===== config.mk =====
export PLATFORM = sky130hd
export DESIGN_NAME = telemetry_line_parser
export DESIGN_NICKNAME = d
export VERILOG_FILES = /design/src/design/tlp_pkg.sv /design/src/design/telemetry_line_parser.sv
export SDC_FILE = /design/constraint.sdc
export NUM_CORES = 1
export LEC_CHECK = 0
export BUFFER_PORTS_ARGS = -buffer_cell sky130_fd_sc_hd__buf_2
export CORE_AREA = 2 2 125 127
export CTS_BUF_LIST = sky130_fd_sc_hd__clkbuf_4
export DETAILED_ROUTE_END_ITERATION = 8
export DIE_AREA = 0 0 127 129
export GPL_ROUTABILITY_DRIVEN = 0
export PLACE_DENSITY = 0.82
export SETUP_SLACK_MARGIN = 0.2
export SLEW_MARGIN = 20
export SYNTH_ARGS = -nofsm -noshare
export SYNTH_HDL_FRONTEND = slang
export SYNTH_SLANG_ARGS = --single-unit

===== constraint.sdc =====
create_clock -name clk_i -period 7.6 [get_ports clk_i]
set_clock_uncertainty 0.2 [all_clocks]
set_input_delay 0.38 -clock clk_i [delete_from_list [all_inputs] [get_ports clk_i]]
set_output_delay 0.38 -clock clk_i [all_outputs]
set_load 0.01 [all_outputs]

===== src/design/tlp_pkg.sv =====
package tlp_pkg;

  localparam int unsigned OutBytes = 7;

  // ASCII codes
  localparam logic [7:0] ChC     = 8'h43;
  localparam logic [7:0] ChV     = 8'h56;
  localparam logic [7:0] ChOne   = 8'h31;
  localparam logic [7:0] ChZero  = 8'h30;
  localparam logic [7:0] ChNine  = 8'h39;
  localparam logic [7:0] ChDot   = 8'h2e;
  localparam logic [7:0] ChComma = 8'h2c;

  // Line positions
  localparam logic [4:0] PosMode     = 5'd0;
  localparam logic [4:0] PosOne      = 5'd1;
  localparam logic [4:0] PosDot      = 5'd2;
  localparam logic [4:0] PosVerFirst = 5'd3;
  localparam logic [4:0] PosVerLast  = 5'd4;
  localparam logic [4:0] PosSep0     = 5'd5;
  localparam logic [4:0] PosStmFirst = 5'd6;
  localparam logic [4:0] PosStmLast  = 5'd8;
  localparam logic [4:0] PosSep1     = 5'd9;
  localparam logic [4:0] PosTgtFirst = 5'd10;
  localparam logic [4:0] PosTgtLast  = 5'd12;
  localparam logic [4:0] PosSep2     = 5'd13;
  localparam logic [4:0] PosExcFirst = 5'd14;
  localparam logic [4:0] PosExcLast  = 5'd16;
  localparam logic [4:0] PosSep3     = 5'd17;
  localparam logic [4:0] PosCntFirst = 5'd18;
  localparam logic [4:0] PosCntLast  = 5'd21;
  localparam logic [4:0] PosSep4     = 5'd22;
  localparam logic [4:0] PosLast     = 5'd23;

  // Decoded record, packed so the last field sits in the lowest bits.
  typedef struct packed {
    logic        heater_active;
    logic [13:0] heat_countdown;
    logic [9:0]  exchanger_temperature;
    logic [9:0]  target_temperature;
    logic [9:0]  steam_temperature;
    logic [6:0]  fw_version;
    logic        mode_steam;
  } rec_t;

  localparam int unsigned RecWidth = $bits(rec_t);
  localparam int unsigned PadWidth = OutBytes * 8 - RecWidth;

  function automatic logic is_mode(logic [7:0] b);
    return (b == ChC) || (b == ChV);
  endfunction

  function automatic logic is_digit(logic [7:0] b);
    return (b >= ChZero) && (b <= ChNine);
  endfunction

  function automatic logic fits(logic [4:0] pos, logic [7:0] b);
    logic ok;
    unique case (pos)
      PosMode: ok = is_mode(b);
      PosOne:  ok = (b == ChOne);
      PosDot:  ok = (b == ChDot);
      PosSep0, PosSep1, PosSep2, PosSep3, PosSep4: ok = (b == ChComma);
      PosLast: ok = (b == ChZero) || (b == ChOne);
      default: ok = is_digit(b);
    endcase
    return ok;
  endfunction

  // acc * 10 + d, or d alone on the first digit of a field
  function automatic logic [13:0] acc_digit(logic [13:0] acc, logic [3:0] d, logic first);
    logic [13:0] base;
    base = first ? 14'd0 : ((acc << 3) + (acc << 1));
    return base + {10'd0, d};
  endfunction

endpackage


===== src/design/telemetry_line_parser.sv =====
// Telemetry line parser: one received byte per transaction.
// A record is registered into the head entry on its final byte, or into the skid entry while the head is held.
// Throughput: one byte per cycle; a two-entry output buffer keeps the input
// open while one record waits; the input stalls only when both entries are full.
// Reset (rst_ni low, async): match position, mode and accumulators cleared,
// output buffer emptied.
module telemetry_line_parser (
  input  logic        clk_i,
  input  logic        rst_ni,
  // s_axis_tdata_i: [7:0] rx_byte
  input  logic        s_axis_tvalid_i,
  output logic        s_axis_tready_o,
  input  logic [7:0]  s_axis_tdata_i,
  // m_axis_tdata_o: [0] mode_steam, [7:1] fw_version, [17:8] steam_temperature,
  // [27:18] target_temperature, [37:28] exchanger_temperature,
  // [51:38] heat_countdown, [52] heater_active, [55:53] zero
  output logic        m_axis_tvalid_o,
  input  logic        m_axis_tready_i,
  output logic [55:0] m_axis_tdata_o
);

  // Match state
  logic [4:0]  pos_q, pos_d;
  logic        mode_q, mode_d;
  logic [6:0]  ver_q, ver_d;
  logic [9:0]  stm_q, stm_d;
  logic [9:0]  tgt_q, tgt_d;
  logic [9:0]  exc_q, exc_d;
  logic [13:0] cnt_q, cnt_d;

  // Output buffer: head entry drives the port, skid entry catches overflow
  tlp_pkg::rec_t head_q, skid_q, rec_new;
  logic          head_vld_q, skid_vld_q;

  logic       accept, emit, pop, fit;
  logic [4:0] pos;
  logic [7:0] b;
  logic [3:0] dig;

  assign b   = s_axis_tdata_i;
  assign dig = b[3:0];  // low nibble of an ASCII digit is its value

  assign s_axis_tready_o = !skid_vld_q;
  assign accept          = s_axis_tvalid_i && s_axis_tready_o;
  assign pop             = head_vld_q && m_axis_tready_i;

  // Out-of-range position restarts as position 0
  assign pos = (pos_q > tlp_pkg::PosLast) ? tlp_pkg::PosMode : pos_q;
  assign fit = tlp_pkg::fits(pos, b);

  always_comb begin
    pos_d = pos_q;
    mode_d = mode_q;
    ver_d = ver_q;
    stm_d = stm_q;
    tgt_d = tgt_q;
    exc_d = exc_q;
    cnt_d = cnt_q;
    emit = 1'b0;
    if (accept) begin
      if (!fit) begin
        // mismatch: a mode letter starts a new candidate line
        if (tlp_pkg::is_mode(b)) begin
          mode_d = (b == tlp_pkg::ChV);
          pos_d = tlp_pkg::PosOne;
        end else begin
          pos_d = tlp_pkg::PosMode;
        end
      end else begin
        pos_d = pos + 5'd1;
        priority if (pos == tlp_pkg::PosMode) begin
          mode_d = (b == tlp_pkg::ChV);
        end else if (pos >= tlp_pkg::PosVerFirst && pos <= tlp_pkg::PosVerLast) begin
          ver_d = 7'(tlp_pkg::acc_digit({7'd0, ver_q}, dig, pos == tlp_pkg::PosVerFirst));
        end else if (pos >= tlp_pkg::PosStmFirst && pos <= tlp_pkg::PosStmLast) begin
          stm_d = 10'(tlp_pkg::acc_digit({4'd0, stm_q}, dig, pos == tlp_pkg::PosStmFirst));
        end else if (pos >= tlp_pkg::PosTgtFirst && pos <= tlp_pkg::PosTgtLast) begin
          tgt_d = 10'(tlp_pkg::acc_digit({4'd0, tgt_q}, dig, pos == tlp_pkg::PosTgtFirst));
        end else if (pos >= tlp_pkg::PosExcFirst && pos <= tlp_pkg::PosExcLast) begin
          exc_d = 10'(tlp_pkg::acc_digit({4'd0, exc_q}, dig, pos == tlp_pkg::PosExcFirst));
        end else if (pos >= tlp_pkg::PosCntFirst && pos <= tlp_pkg::PosCntLast) begin
          cnt_d = tlp_pkg::acc_digit(cnt_q, dig, pos == tlp_pkg::PosCntFirst);
        end else if (pos == tlp_pkg::PosLast) begin
          // flag byte closes the line
          emit = 1'b1;
          pos_d = tlp_pkg::PosMode;
        end else begin
          // literal characters: only advance
        end
      end
    end
  end

  always_comb begin
    rec_new.mode_steam            = mode_q;
    rec_new.fw_version            = ver_q;
    rec_new.steam_temperature     = stm_q;
    rec_new.target_temperature    = tgt_q;
    rec_new.exchanger_temperature = exc_q;
    rec_new.heat_countdown        = cnt_q;
    rec_new.heater_active         = b[0];
  end

  always_ff @(posedge clk_i or negedge rst_ni) begin
    if (!rst_ni) begin
      pos_q  <= '0;
      mode_q <= 1'b0;
      ver_q  <= '0;
      stm_q  <= '0;
      tgt_q  <= '0;
      exc_q  <= '0;
      cnt_q  <= '0;
    end else begin
      pos_q  <= pos_d;
      mode_q <= mode_d;
      ver_q  <= ver_d;
      stm_q  <= stm_d;
      tgt_q  <= tgt_d;
      exc_q  <= exc_d;
      cnt_q  <= cnt_d;
    end
  end

  // Buffer valid flags; a push never meets a full buffer since tready drops
  always_ff @(posedge clk_i or negedge rst_ni) begin
    if (!rst_ni) begin
      head_vld_q <= 1'b0;
      skid_vld_q <= 1'b0;
    end else if (pop) begin
      if (skid_vld_q) begin
        skid_vld_q <= 1'b0;
      end else begin
        head_vld_q <= emit;
      end
    end else if (emit) begin
      if (head_vld_q) begin
        skid_vld_q <= 1'b1;
      end else begin
        head_vld_q <= 1'b1;
      end
    end
  end

  // Buffer payload
  always_ff @(posedge clk_i) begin
    if (pop) begin
      if (skid_vld_q) begin
        head_q <= skid_q;
      end else if (emit) begin
        head_q <= rec_new;
      end
    end else if (emit) begin
      if (head_vld_q) begin
        skid_q <= rec_new;
      end else begin
        head_q <= rec_new;
      end
    end
  end

  assign m_axis_tvalid_o = head_vld_q;
  assign m_axis_tdata_o  = {{tlp_pkg::PadWidth{1'b0}}, head_q};

endmodule

* Word level (Yosys, flattened, before mapping)
Index checks and enable logic that the tools add are counted.
** Operators by class
- Add/subtract/negate cells :: 11
- Multipliers :: 0
- Divide/modulo/power cells :: 0
- Magnitude comparators :: 13
- Eq/ne operators :: 22
- Shift-type cells :: 0
- Mux-type cells :: 39
- Bitwise operators :: 6
- Reductions and logical operators :: 27
** Operators with widths (count)
- $mux 53 :: 5
- $mux 5 :: 9
- $eq 8x6->1 const B :: 4
- $add 10x10->10 :: 3
- $add 10x4->10 :: 3
- $mux 10 :: 3
- $eq 5x4->1 const B :: 4
- $eq 5x5->1 const B :: 4
- $mux 1 :: 19
- $eq 8x7->1 const B :: 2
- $add 14x14->14 :: 1
- $add 14x4->14 :: 1
- $mux 14 :: 1
- $eq 5x2->1 const B :: 2
- $eq 5x3->1 const B :: 2
- $ge 5x4->1 const B :: 2
- $le 5x4->1 const B :: 2
- $le 5x5->1 const B :: 2
- $reduce_and 3->1 :: 3
- $ge 8x6->1 const B :: 1
- $le 8x6->1 const B :: 1
- $logic_and 1x1->1 :: 8
- $reduce_and 8->1 :: 1
- $reduce_bool 2->1 :: 4
- 23 further kinds :: 31
** Word-level totals
- Register bits :: 165
- Bits in latches :: 0
- Bits in writable memories :: 0
- ROM bits :: 0
- Input bits :: 12
- Output and inout bits :: 58
- Word-level logic and storage cells :: 141
- Memories :: 0

* Logic depth before layout (Yosys ltp)
Gate-level depths: netlist (run 1).
- Word-level depth :: 15
- Depth in mapped cells :: 16
- Depth with buffers taken out :: 14

* Worst setup path before layout (run 1)
OpenSTA, ideal clock, no wires.
- Kind :: register -> register
- From :: register pos_q[3]
- To :: register skid_q[0] (netlist bit), enable pin
- Setup time :: 0.530 ns
- Arrival :: 6.089 ns
- Required time :: 6.870 ns
- Setup slack :: 0.782 ns
- Stages on the path, launching flop included :: 13
- Path buffers :: 2
- Clock period less this slack :: 6.818 ns
- Cell sequence :: dfrtp_1 -> ha_1 -> buf_2 -> nor2b_1 -> inv_1 -> ha_1 -> nor3_1 -> nor4_1 -> o32ai_2 -> and3b_1 -> buf_4 -> o2111ai_1 -> nor3_1
** On the way
- Cells in the longest elaborated chain, start to end :: 13
- Elaborated cells on any way between the ends :: 38
- Those cells by class :: order compare (11); eq/ne (8); mux (11); reduce/logical (8)
** Ends and longest elaborated chain
- from (decl) :: RTL line telemetry_line_parser.sv:23 : logic [4:0] pos_q, pos_d;
- from (signal assigned) :: RTL line telemetry_line_parser.sv:114 : pos_q <= pos_d;
- $gt 5x5->1 :: RTL line telemetry_line_parser.sv:48 : assign pos = (pos_q > tlp_pkg::PosLast) ? tlp_pkg::PosMode : pos_q;
- $mux 5 * :: RTL line telemetry_line_parser.sv:48
- $ge 5x5->1 (tied with other cells) :: RTL line telemetry_line_parser.sv:81 : end else if (pos >= tlp_pkg::PosCntFirst && pos <= tlp_pkg::PosCntLast) begin
- $logic_and 1x1->1 / $mux 1 (equally long branches) :: RTL line telemetry_line_parser.sv:81, telemetry_line_parser.sv:83
- $mux 1 :: RTL line telemetry_line_parser.sv:81
- $mux 1 :: RTL line telemetry_line_parser.sv:79 : end else if (pos >= tlp_pkg::PosExcFirst && pos <= tlp_pkg::PosExcLast) begin
- $mux 1 :: RTL line telemetry_line_parser.sv:77 : end else if (pos >= tlp_pkg::PosTgtFirst && pos <= tlp_pkg::PosTgtLast) begin
- $mux 1 :: RTL line telemetry_line_parser.sv:75 : end else if (pos >= tlp_pkg::PosStmFirst && pos <= tlp_pkg::PosStmLast) begin
- $mux 1 :: RTL line telemetry_line_parser.sv:73 : end else if (pos >= tlp_pkg::PosVerFirst && pos <= tlp_pkg::PosVerLast) begin
- $mux 1 :: RTL line telemetry_line_parser.sv:71 : priority if (pos == tlp_pkg::PosMode) begin
- $mux 1 * :: RTL line telemetry_line_parser.sv:61 : if (!fit) begin
- $mux 1 * :: RTL line telemetry_line_parser.sv:60 : if (accept) begin
- $reduce_and 3->1 (no line) *
- to (signal assigned) :: RTL line telemetry_line_parser.sv:154 : skid_q <= rec_new;
- to (decl) :: RTL line telemetry_line_parser.sv:32 : tlp_pkg::rec_t head_q, skid_q, rec_new;
Mark *: on every way between the ends. The rest lies on a longest branch, timed or not.
A chain may end at the register's enable or synchronous reset.

* Worst setup path in the final report (run 1)
- From :: register pos_q[3]
- To :: register head_q, in the netlist m_axis_tdata_o[10], enable pin
** On the way
- Cells in the longest elaborated chain, start to end :: 14
- Elaborated cells on any way between the ends :: 40
- Those cells by class :: order compare (11); eq/ne (8); mux (11); reduce/logical (10)
** Ends and longest elaborated chain
- $gt 5x5->1 :: RTL line telemetry_line_parser.sv:48
- $mux 5 * :: RTL line telemetry_line_parser.sv:48
- $ge 5x5->1 (tied with other cells) :: RTL line telemetry_line_parser.sv:81
- $logic_and 1x1->1 / $mux 1 (equally long branches) :: RTL line telemetry_line_parser.sv:81, telemetry_line_parser.sv:83
- $mux 1 :: RTL line telemetry_line_parser.sv:81
- $mux 1 :: RTL line telemetry_line_parser.sv:79
- $mux 1 :: RTL line telemetry_line_parser.sv:77
- $mux 1 :: RTL line telemetry_line_parser.sv:75
- $mux 1 :: RTL line telemetry_line_parser.sv:73
- $mux 1 :: RTL line telemetry_line_parser.sv:71
- $mux 1 * :: RTL line telemetry_line_parser.sv:61
- $mux 1 * :: RTL line telemetry_line_parser.sv:60
- $reduce_bool 2->1 (no line)
- $reduce_and 3->1 (no line) *
- to (signal assigned) :: RTL line telemetry_line_parser.sv:148 : head_q <= skid_q;
- to (signal assigned) :: RTL line telemetry_line_parser.sv:150 : head_q <= rec_new;
- to (signal assigned) :: RTL line telemetry_line_parser.sv:156 : head_q <= rec_new;
- to (decl) :: RTL line telemetry_line_parser.sv:32
Marks and branches as above.

==> impl_metrics.tcl, run 1 <==
set metrics [dict create \
    storage_cell_area_um2 4659 \
    avgRoutedWirePerCell_um 18.34 \
    number_of_iterations_in_the_first_detailed_routing_pass 5 \
    synth_cell_type_count 82 \
    post_cts.repair.setup_buffers 0 \
    final_util 0.6809 \
    synthDominantCellAreaShare 0.3396 \
    maxUsedRoutingLayer "met4" \
    avgViaCountPerCell 6.060 \
    post_cts.resized_instances 0 \
    placement.cell_area_um2 9901 \
    drtAntennaViolNets 0 \
    final_design_area_no_fill_um2 10200 \
    leakagePower_nw 4.495 \
    max_cap_viol_count 0 \
    synth.area.top_cells "sky130_fd_sc_hd__edfxtp_1 (34%), sky130_fd_sc_hd__dfrtp_1 (16%), sky130_fd_sc_hd__mux2_2 (8.8%)" \
    netSwitchingFraction 0.2256 \
    grt_max_degree 60 \
    floorplan.die.width_um 127 \
    internal_power_mw 1.122 \
    finish.cell_count_without_fillers 1040 \
    overall_die_area_um2 16380 \
    drv_slew 0 \
    clk_root_buffer_cell "sky130_fd_sc_hd__clkbuf_4" \
    area_growth_syn_to_layout_pct 8.797 \
    placed_cells_incl_taps 1003 \
    clock_insertion_delay_worst_skew_ns 0.58 \
    max_slew.worst_pin.slew_ns 0.8451 \
    synth_seq_cells 165 \
    fmax_ghz 0.2038 \
    mappedNetlistArea_um2 9373 \
    ys.flop_type "sky130_fd_sc_hd__edfxtp_1" \
    timing.setup.critical_path_class "register to register" \
    grt.overflow.total 0 \
    p_switching_uw 327.0 \
    synth_top_cell_by_area "sky130_fd_sc_hd__edfxtp_1" \
    arrival_ns 4.95 \
    layout_commonest_cell "sky130_fd_sc_hd__edfxtp_1" \
    clkSinkCount 165 \
    synth_seq_area_share 0.4971 \
    route.final.wire_length_um 19070 \
    power_density_nw_per_um2 142.1 \
    multi_input_area_um2 4511 \
    final_period_util 0.6456 \
    edff_count_synth 106 \
    postSynth.asyncResetShare 0.3576 \
    clock_power_share 0.325 \
    pin_count 70 \
    wl_met2_um 9459 \
    ys.warnings.count 0 \
    max-slew-margin-rel 0.4346 \
    crit_required_ns 7.64 \
    layout-drive-gt1-share 0.2468 \
    timing.setup.tns_ns 0 \
    floorplan.core_area_um2 14980 \
    p_seq_frac 0.653 \
    logic_pwr_share 0.022 \
    first_pass_grt_wire_length_um 31300 \
    antenna_found_initial 1 \
    wl_met3_um 787 \
    hold_path.class "input port to register" \
    cts_tree "yes" \
    detail_route.iter0.violations 409 \
    layout_common_cells "sky130_fd_sc_hd__edfxtp_1 (106), sky130_fd_sc_hd__mux2_2 (73), sky130_fd_sc_hd__nand2_1 (69)" \
    effective_utilization_at_floorplan 0.6258 \
    clockBufferDepth 2 \
    clk_pin_slew_ns 0.13 \
    tritoncts.num_buffers 17 \
    fp.dieH_um 129 \
    timing.critical_path.to_type "register" \
    nets 914 \
    worst_path_max_fanout 31 \
    final-setup-viol-count 0 \
    buffer_ports.inserted 66 \
    grt.total_usage 0.2440 \
    std_cell_rows 45 \
    finalHoldViolCount 0 \
    fin_crit_ns 4.906 \
    fillerInstances 1104 \
    unrepaired_setup_endpoints_after_global_routing "false" \
    wl_met1_um 8174 \
    post_detailed_placement_half_perimeter_wirelength_um 13520 \
    dr_total_vias 6302 \
    detail_route.drc_violations 0 \
    first_global_vias 6418 \
    status "completed" \
    crit_path_start_kind "register" \
    postSynthAreaPerCell_um2 12.28 \
    worst_ir_drop_vdd_mv 0.08087 \
    syn_inst 763 \
    htree_levels 4 \
]
==> per-stage QoR <==
stage	hold WS, ns	power [mW]	setup WS (ns)
global placement	0.2546	0.9946	3.064
finish	0.1166	1.449	2.694
floorplan	-0.1156	0.9789	0.7817
detailed placement	0.2731	0.9958	2.718
CTS	0.09322	1.458	2.701
global route	0.1284	1.494	2.367
==> critical path, cell delays in order, from the launching register on <==
cell and delay (ns):
sky130_fd_sc_hd__dfrtp_1 0.49, sky130_fd_sc_hd__ha_1 0.41, sky130_fd_sc_hd__nor2b_1 0.38, sky130_fd_sc_hd__inv_1 0.14, sky130_fd_sc_hd__ha_1 0.28, sky130_fd_sc_hd__nor3_1 0.19, sky130_fd_sc_hd__nor4_1 0.09, sky130_fd_sc_hd__o32ai_2 0.25
sky130_fd_sc_hd__and3b_1 0.47, sky130_fd_sc_hd__o2111ai_1 0.37, sky130_fd_sc_hd__a2bb2oi_4 0.78, sky130_fd_sc_hd__buf_4 0.52
==> power by group through the flow <==
stage / registers, mW / logic (mW) / clock network [mW]
2_1_floorplan: 0.966 / 0.0131 / 0
3_3_place_gp: 0.966 / 0.0288 / 0
3_5_place_dp: 0.966 / 0.0301 / 0
4_1_cts: 0.947 / 0.0319 / 0.479
5_1_grt: 0.947 / 0.0355 / 0.512
6_report: 0.947 / 0.0317 / 0.471
==> flip-flops by register name (all words and copies together), names as in the netlist <==
register	count
m_axis_tvalid_o	1
ver_q	7
mode_q	1
stm_q	10
skid_vld_q	1
skid_q	53
tgt_q	10
m_axis_tdata_o	53
cnt_q	14
exc_q	10
pos_q	5
==> routing by layer <==
layer,track usage,vias to the layer above
met5,0,-
met4,0.1015,0
met3,0.04491,51
met2,0.4143,186
met1,0.3121,3115
li1,-,2950
==> cell type report <==
| cell class | count | share of cell area |
|---|---|---|
| Antenna cell | 1 | 0.0002454 |
| Multi-Input combinational cell | 545 | 0.4423 |
| Timing Repair Buffer | 75 | 0.04000 |
| Sequential cell | 165 | 0.4569 |
| Clock buffer | 19 | 0.01399 |
| Clock inverter | 13 | 0.01092 |
| Inverter | 34 | 0.01252 |
| Tap cell | 188 | 0.02307 |
==> synth_stat cells (3+ instances only) <==
cell and number:
sky130_fd_sc_hd__nand2_1 69, sky130_fd_sc_hd__and2_1 17, sky130_fd_sc_hd__nor2_1 26, sky130_fd_sc_hd__nor3b_1 5, sky130_fd_sc_hd__buf_4 6, sky130_fd_sc_hd__mux2i_1 7
sky130_fd_sc_hd__dfrtp_1 59, sky130_fd_sc_hd__xor2_1 19, sky130_fd_sc_hd__a21o_1 16, sky130_fd_sc_hd__nand3_1 9, sky130_fd_sc_hd__nand4_1 4, sky130_fd_sc_hd__nor3_1 10
sky130_fd_sc_hd__fa_1 10, sky130_fd_sc_hd__nor2b_1 12, sky130_fd_sc_hd__nand2b_1 4, sky130_fd_sc_hd__o21ai_0 31, sky130_fd_sc_hd__and3_1 6, sky130_fd_sc_hd__a21oi_1 31
sky130_fd_sc_hd__o2111ai_1 3, sky130_fd_sc_hd__edfxtp_1 106, sky130_fd_sc_hd__inv_1 34, sky130_fd_sc_hd__o41ai_1 5, sky130_fd_sc_hd__mux2_2 73, sky130_fd_sc_hd__o31ai_1 12
sky130_fd_sc_hd__nor4_1 5, sky130_fd_sc_hd__o21bai_1 3, sky130_fd_sc_hd__xnor2_1 38, sky130_fd_sc_hd__ha_1 54, sky130_fd_sc_hd__or2_2 3, sky130_fd_sc_hd__a21boi_0 3
sky130_fd_sc_hd__buf_2 7, sky130_fd_sc_hd__mux2_1 4, sky130_fd_sc_hd__clkbuf_1 8
==> cell families after synthesis <==
logic type / count (synthesis) / share of synthesized area
other: 1 / 0.0004001
and+or+nand+nor: 201 / 0.1200
xor gates and xnor gates: 57 / 0.05326
adders and majority gates: 64 / 0.09345
muxes: 86 / 0.1029
buffers and inverters: 55 / 0.02536
AOI/OAI and AO/OA: 134 / 0.1075
DFF: 165 / 0.4971
==> worst paths after layout <==
kind,start,end,slack (ns),cells after the start
min in group asynchronous,rst_ni,stm_q[9],0.31,3
worst min-delay path,s_axis_tdata_i[6],mode_q,0.12,3
max in group asynchronous,rst_ni,cnt_q[8],6.37,3
worst min register to register,stm_q[9],skid_q[17],0.30,0
worst max register to register,pos_q[3],m_axis_tdata_o[10],2.69,11
worst max-delay path,pos_q[3],m_axis_tdata_o[10],2.69,11
==> timing repair <==
action                                  in CTS  in global routing
endpoints found under the setup margin       0                  0
endpoints found under the hold margin       64                  0
hold buffers                                 4                  0
(Power assumes the default switching activity.)
==> run 2: changes to the inputs <==
Settings changed: CORE_AREA 2 2 125 127 to 2 2 132 134, DIE_AREA 0 0 127 129 to 0 0 134 136, PLACE_DENSITY 0.82 to 0.78.
Clock period 7.6 ns to 4 ns, I/O delays scaled along.
==> run 2 against run 1 <==
  * Routed wire length shrank 3.1%
  * Critical path depth unchanged
  * Clock power rose by 97%
  * Worst hold slack better by 0.035 ns
  * Via count is 2.5% lower
  * Flip-flop and latch count unchanged
  * Sequential power increased by 90%
  * Non-clock buffer count increased by 8
  * Sequential share of layout area fell by 0.92 points
  * Power rose by 93%
  * Fmax grew 36%
  * Largest cell class unchanged
  * Largest power group unchanged
  * Highest routed layer unchanged
==> impl_metrics.tcl, run 2 (same netlist as run 1, synthesis figures left out) <==
set metrics [dict create \
    status "completed" \
    number_of_iterations_in_the_first_detailed_routing_pass 4 \
    layout_setup_ws_ns 0.3820 \
    fmax_ghz 0.2764 \
    max_cap_viol_count 0 \
    max-slew-margin-rel 0.3341 \
    clock_insertion_delay_worst_skew_ns 0.58 \
    post_cts.resized_instances 0 \
    pin_count 70 \
    p_switching_uw 660.1 \
    crit_required_ns 4.02 \
    netSwitchingFraction 0.2365 \
    fillerInstances 1334 \
    buffer_ports.inserted 66 \
    timing.setup.tns_ns 0 \
    nets 922 \
    finalHoldViolCount 0 \
    unrepaired_setup_endpoints_after_global_routing "false" \
    first_global_vias 5968 \
    drtAntennaViolNets 0 \
    clockBufferDepth 2 \
    clk_pin_slew_ns 0.14 \
    detail_route.drc_violations 0 \
    dr_total_vias 6146 \
    effective_utilization_at_floorplan 0.5554 \
    clk_root_buffer_cell "sky130_fd_sc_hd__clkbuf_4" \
    post_cts.repair.setup_buffers 0 \
    hold_buffers 8 \
    worst_path_max_fanout 35 \
    internal_power_mw 2.131 \
    floorplan.core_area_um2 16880 \
    max_slew.worst_pin.slew_ns 0.9978 \
    layout-drive-gt1-share 0.2643 \
    clkSinkCount 165 \
    detail_route.iter0.violations 409 \
    power_density_nw_per_um2 268.1 \
    logic_pwr_share 0.023 \
    place_ws_ns 0.3990 \
    fin_crit_ns 3.618 \
    antenna-diode-count 0 \
    antenna_found_initial 0 \
    layout_common_cells "sky130_fd_sc_hd__edfxtp_1 (106), sky130_fd_sc_hd__mux2_2 (73), sky130_fd_sc_hd__nand2_1 (69)" \
    cts_tree "yes" \
    final_period_util 0.9045 \
    area_growth_syn_to_layout_pct 11.07 \
    clock_power_share 0.333 \
    timing.critical_path.to_type "register" \
    arrival_ns 3.63 \
    timing.setup.critical_path_class "register to register" \
    std_cell_rows 48 \
    layout_commonest_cell "sky130_fd_sc_hd__edfxtp_1" \
    fp.dieH_um 136 \
    route.final.wire_length_um 18480 \
    grt.overflow.total 0 \
    finalHoldWorstSlack_ns 0.1515 \
    tritoncts.num_buffers 17 \
    worst_ir_drop_vdd_mv 0.2249 \
    leakagePower_nw 4.578 \
    grt_max_degree 39 \
    final-setup-viol-count 0 \
    floorplan.die.width_um 134 \
    first_pass_grt_wire_length_um 30240 \
    hold_path.class "input port to register" \
    post_detailed_placement_half_perimeter_wirelength_um 13080 \
    htree_levels 4 \
    avgViaCountPerCell 5.670 \
    drv_slew 0 \
    overall_die_area_um2 18220 \
    grt.total_usage 0.2121 \
    crit_path_start_kind "register" \
    p_seq_frac 0.644 \
    avgRoutedWirePerCell_um 17.05 \
]
[run 2: cell types whose count changed in the layout (fill, tap and decap cells not counted), moves of 3 or more]
cell and change:
sky130_fd_sc_hd__dlygate4sd3_1 +3, sky130_fd_sc_hd__inv_6 +4, sky130_fd_sc_hd__buf_4 +3, sky130_fd_sc_hd__clkinv_2 +3
sky130_fd_sc_hd__ha_1 -4
[run 2: cell type report]
class	count	area [um2]	area share
Multi-Input combinational cell	545	4582	0.4401
Clock inverter	15	130.1	0.01250
Inverter	34	127.6	0.01226
Tap cell	225	281.5	0.02704
Clock buffer	17	127.6	0.01226
Sequential cell	165	4661	0.4477
Timing Repair Buffer	83	500.5	0.04808
[run 2: stage by stage]
stage / total power [mW] / utilization / std cells / instance area, um2
global placement: 1.892 / 0.5962 / 1044 / 10060
floorplan: 1.861 / - / 765 / 9485
detailed placement: 1.893 / 0.5962 / 1044 / 10060
finish: 2.791 / 0.6168 / 1084 / 10410
global route: 2.889 / 0.6168 / 1084 / 10410
CTS: 2.822 / 0.6168 / 1084 / 10410
[run 2: path summary, 6_finish.rpt]
kind | start | cells after the start | endpoint | slack, ns
hold / removal | s_axis_tdata_i[3] | 4 | cnt_q[3] | 0.15
setup / recovery | pos_q[3] | 11 | skid_q[34] | 0.38
min in group asynchronous | rst_ni | 4 | exc_q[2] | 0.47
hold reg to reg | cnt_q[13] | 0 | skid_q[51] | 0.30
setup reg to reg | pos_q[3] | 11 | skid_q[34] | 0.38
max in group asynchronous | rst_ni | 4 | pos_q[3] | 2.63
[run 2: worst max-delay path, stage by stage, from the launching register on]
cell and delay [ns]:
sky130_fd_sc_hd__dfrtp_2 0.49, sky130_fd_sc_hd__ha_4 0.24, sky130_fd_sc_hd__nor2b_4 0.19, sky130_fd_sc_hd__inv_2 0.08
sky130_fd_sc_hd__ha_2 0.20, sky130_fd_sc_hd__nor3_2 0.14, sky130_fd_sc_hd__nor4_1 0.07, sky130_fd_sc_hd__o32ai_2 0.25
sky130_fd_sc_hd__and3b_1 0.49, sky130_fd_sc_hd__o2111ai_4 0.20, sky130_fd_sc_hd__nor3_4 0.23, sky130_fd_sc_hd__buf_4 0.46
[run 2: layer usage]
metal  up-vias  share of wire  track usage
li1       2968              -            -
met1      3024           0.46       0.2809
met2       128           0.49       0.3567
met3        26          0.036      0.03952
met4         0          0.016      0.06560
met5         -              0            0
[run 2: power by group through the flow]
stage               registers (mW)  clock network (mW)  logic (mW)
floorplan                     1.83                   0      0.0258
global placement              1.84                   0      0.0571
detailed placement            1.84                   0      0.0581
CTS                           1.80               0.958      0.0656
global route                  1.80                1.02      0.0732
finish                        1.80               0.929      0.0642
==> run 3: changes to the inputs <==
Settings changed: BUFFER_PORTS_ARGS -buffer_cell sky130_fd_sc_hd__buf_2 to -buffer_cell sky130_fd_sc_hd__buf_4.
==> run 3 against run 2 <==
  * Via count up 2.3%
  * Routed wire length up 2.9%
  * Cell area up 1.5%
  * Worst hold slack worse by 0.15 ns
  * Fmax grew 2.9%
  * Sequential power is essentially flat
  * Largest cell class unchanged
==> impl_metrics.tcl, run 3 (same netlist as run 1, synthesis figures left out) <==
set metrics [dict create \
    effective_utilization_at_floorplan 0.5554 \
    timing.critical_path.to_type "register" \
    post_detailed_placement_half_perimeter_wirelength_um 13570 \
    fillerInstances 1305 \
    final-setup-viol-count 0 \
    timing.setup.critical_path_class "register to register" \
    status "completed" \
    storage_cell_area_um2 4662 \
    drv_slew 0 \
    r2r_start "pos_q[3]" \
    final_period_util 0.8793 \
    fp.dieH_um 136 \
    antenna_found_initial 1 \
    clk_pin_slew_ns 0.14 \
    finish.cell_count_without_fillers 1082 \
    clockBufferDepth 2 \
    grt.overflow.total 0 \
    tritoncts.num_buffers 17 \
    first_global_vias 6398 \
    maxUsedRoutingLayer "met4" \
    timing.setup.tns_ns 0 \
    dr_total_vias 6288 \
    nets 919 \
    regToRegSetupSlack_ns 0.48 \
    power_density_nw_per_um2 269.4 \
    overall_die_area_um2 18220 \
    finalHoldWorstSlack_ns 0.004174 \
    post_cts.repair.setup_buffers 0 \
    wl_met1_um 8204 \
    number_of_iterations_in_the_first_detailed_routing_pass 5 \
    crit_path_start_kind "register" \
    r2r.worst_path.cells 14 \
    max_slew.worst_pin.slew_ns 0.7628 \
    wl_met2_um 9445 \
    max_cap_viol_count 0 \
    worst_r2r_endpoint "stm_q[9]" \
    wl_met3_um 724 \
    cts_tree "yes" \
    placed_cells_incl_taps 1043 \
    arrival_ns 3.79 \
    avgViaCountPerCell 5.811 \
    detail_route.iter0.violations 419 \
    finalHoldViolCount 0 \
    fmax_ghz 0.2843 \
    clk_root_buffer_cell "sky130_fd_sc_hd__clkbuf_4" \
    final_util 0.6263 \
    worst_path_max_fanout 11 \
    hold_path.class "input port to asynchronous set/reset pin" \
    area_growth_syn_to_layout_pct 12.77 \
    pin_count 70 \
    grt_max_degree 60 \
    floorplan.die.width_um 134 \
    layout-drive-gt1-share 0.2675 \
    floorplan.core_area_um2 16880 \
    detail_route.drc_violations 0 \
    buffer_ports.inserted 66 \
    htree_levels 4 \
    design_power_total_mw 2.848 \
    avgRoutedWirePerCell_um 17.57 \
    std_cell_rows 48 \
    leakagePower_nw 4.633 \
    multi_input_area_um2 4586 \
    drtAntennaViolNets 0 \
    clock_insertion_delay_worst_skew_ns 0.59 \
    crit_required_ns 4.28 \
    layout_common_cells "sky130_fd_sc_hd__edfxtp_1 (106), sky130_fd_sc_hd__mux2_2 (73), sky130_fd_sc_hd__buf_4 (73)" \
    layout_commonest_cell "sky130_fd_sc_hd__edfxtp_1" \
    max-slew-margin-rel 0.4783 \
    grt.total_usage 0.2200 \
    fin_crit_ns 3.517 \
    clkSinkCount 165 \
    route.final.wire_length_um 19010 \
    unrepaired_setup_endpoints_after_global_routing "false" \
    worst_ir_drop_vdd_mv 0.1468 \
    first_pass_grt_wire_length_um 31400 \
]
run 3: area by class of cell:
type,count,share of cell area
sequential,165,0.4411
multi-input combinational,545,0.4338
timing repair buffer,80,0.05942
inverter,34,0.01207
tap,225,0.02663
antenna,1,0.0002367
clock inverter,12,0.01255
clock buffer,20,0.01420
run 3: worst max path at each step:
| stage | from | to | cells past startpoint |
|---|---|---|---|
| 2_1_floorplan | pos_q[3] | skid_q[0] | 12 |
| 3_5_place_dp | pos_q[3] | cnt_q[13] | 14 |
| 4_1_cts | pos_q[3] | cnt_q[13] | 14 |
| 5_1_grt | pos_q[3] | stm_q[9] | 14 |
| 3_3_place_gp | pos_q[3] | cnt_q[13] | 14 |
| 6_report | pos_q[3] | stm_q[9] | 14 |
run 3: repair_timing:
item | 4_1_cts | 5_1_grt
resized for setup | 0 | 3
hold endpoints to repair | 98 | 0
endpoints found under the setup margin | 0 | 34
hold buffers | 6 | 0
run 3: worst max-delay path, stage by stage, from the launching register on:
cell and delay [ns]:
sky130_fd_sc_hd__dfrtp_2 0.48, sky130_fd_sc_hd__ha_4 0.27, sky130_fd_sc_hd__and4bb_2 0.27, sky130_fd_sc_hd__nand2_1 0.24, sky130_fd_sc_hd__and2_1 0.17, sky130_fd_sc_hd__ha_1 0.16
sky130_fd_sc_hd__inv_1 0.05, sky130_fd_sc_hd__fa_1 0.40, sky130_fd_sc_hd__nor2b_1 0.11, sky130_fd_sc_hd__o21ai_0 0.12, sky130_fd_sc_hd__nor3_1 0.27, sky130_fd_sc_hd__nand4_1 0.12
sky130_fd_sc_hd__nor3_1 0.19, sky130_fd_sc_hd__xnor2_1 0.09, sky130_fd_sc_hd__mux2_2 0.26
run 3: per-layer routing:
| layer | vias to the layer above | GRT usage |
|---|---|---|
| li1 | 2961 | - |
| met1 | 3092 | 0.2734 |
| met2 | 185 | 0.3687 |
| met3 | 50 | 0.04400 |
| met4 | 0 | 0.1099 |
| met5 | - | 0 |
run 3: power by group:
part | internal (mW) | switching (mW)
combinational | 0.0217 | 0.0421
clock | 0.394 | 0.592
sequential | 1.80 | 0.000312
run 3: through the flow:
stage               instance area (um2)  worst slack, ns
finish                            10570           0.4827
global route                      10570           0.2049
CTS                               10560           0.3588
detailed placement                10220           0.3824
global placement                  10220           0.5254
floorplan                          9485         -0.06933
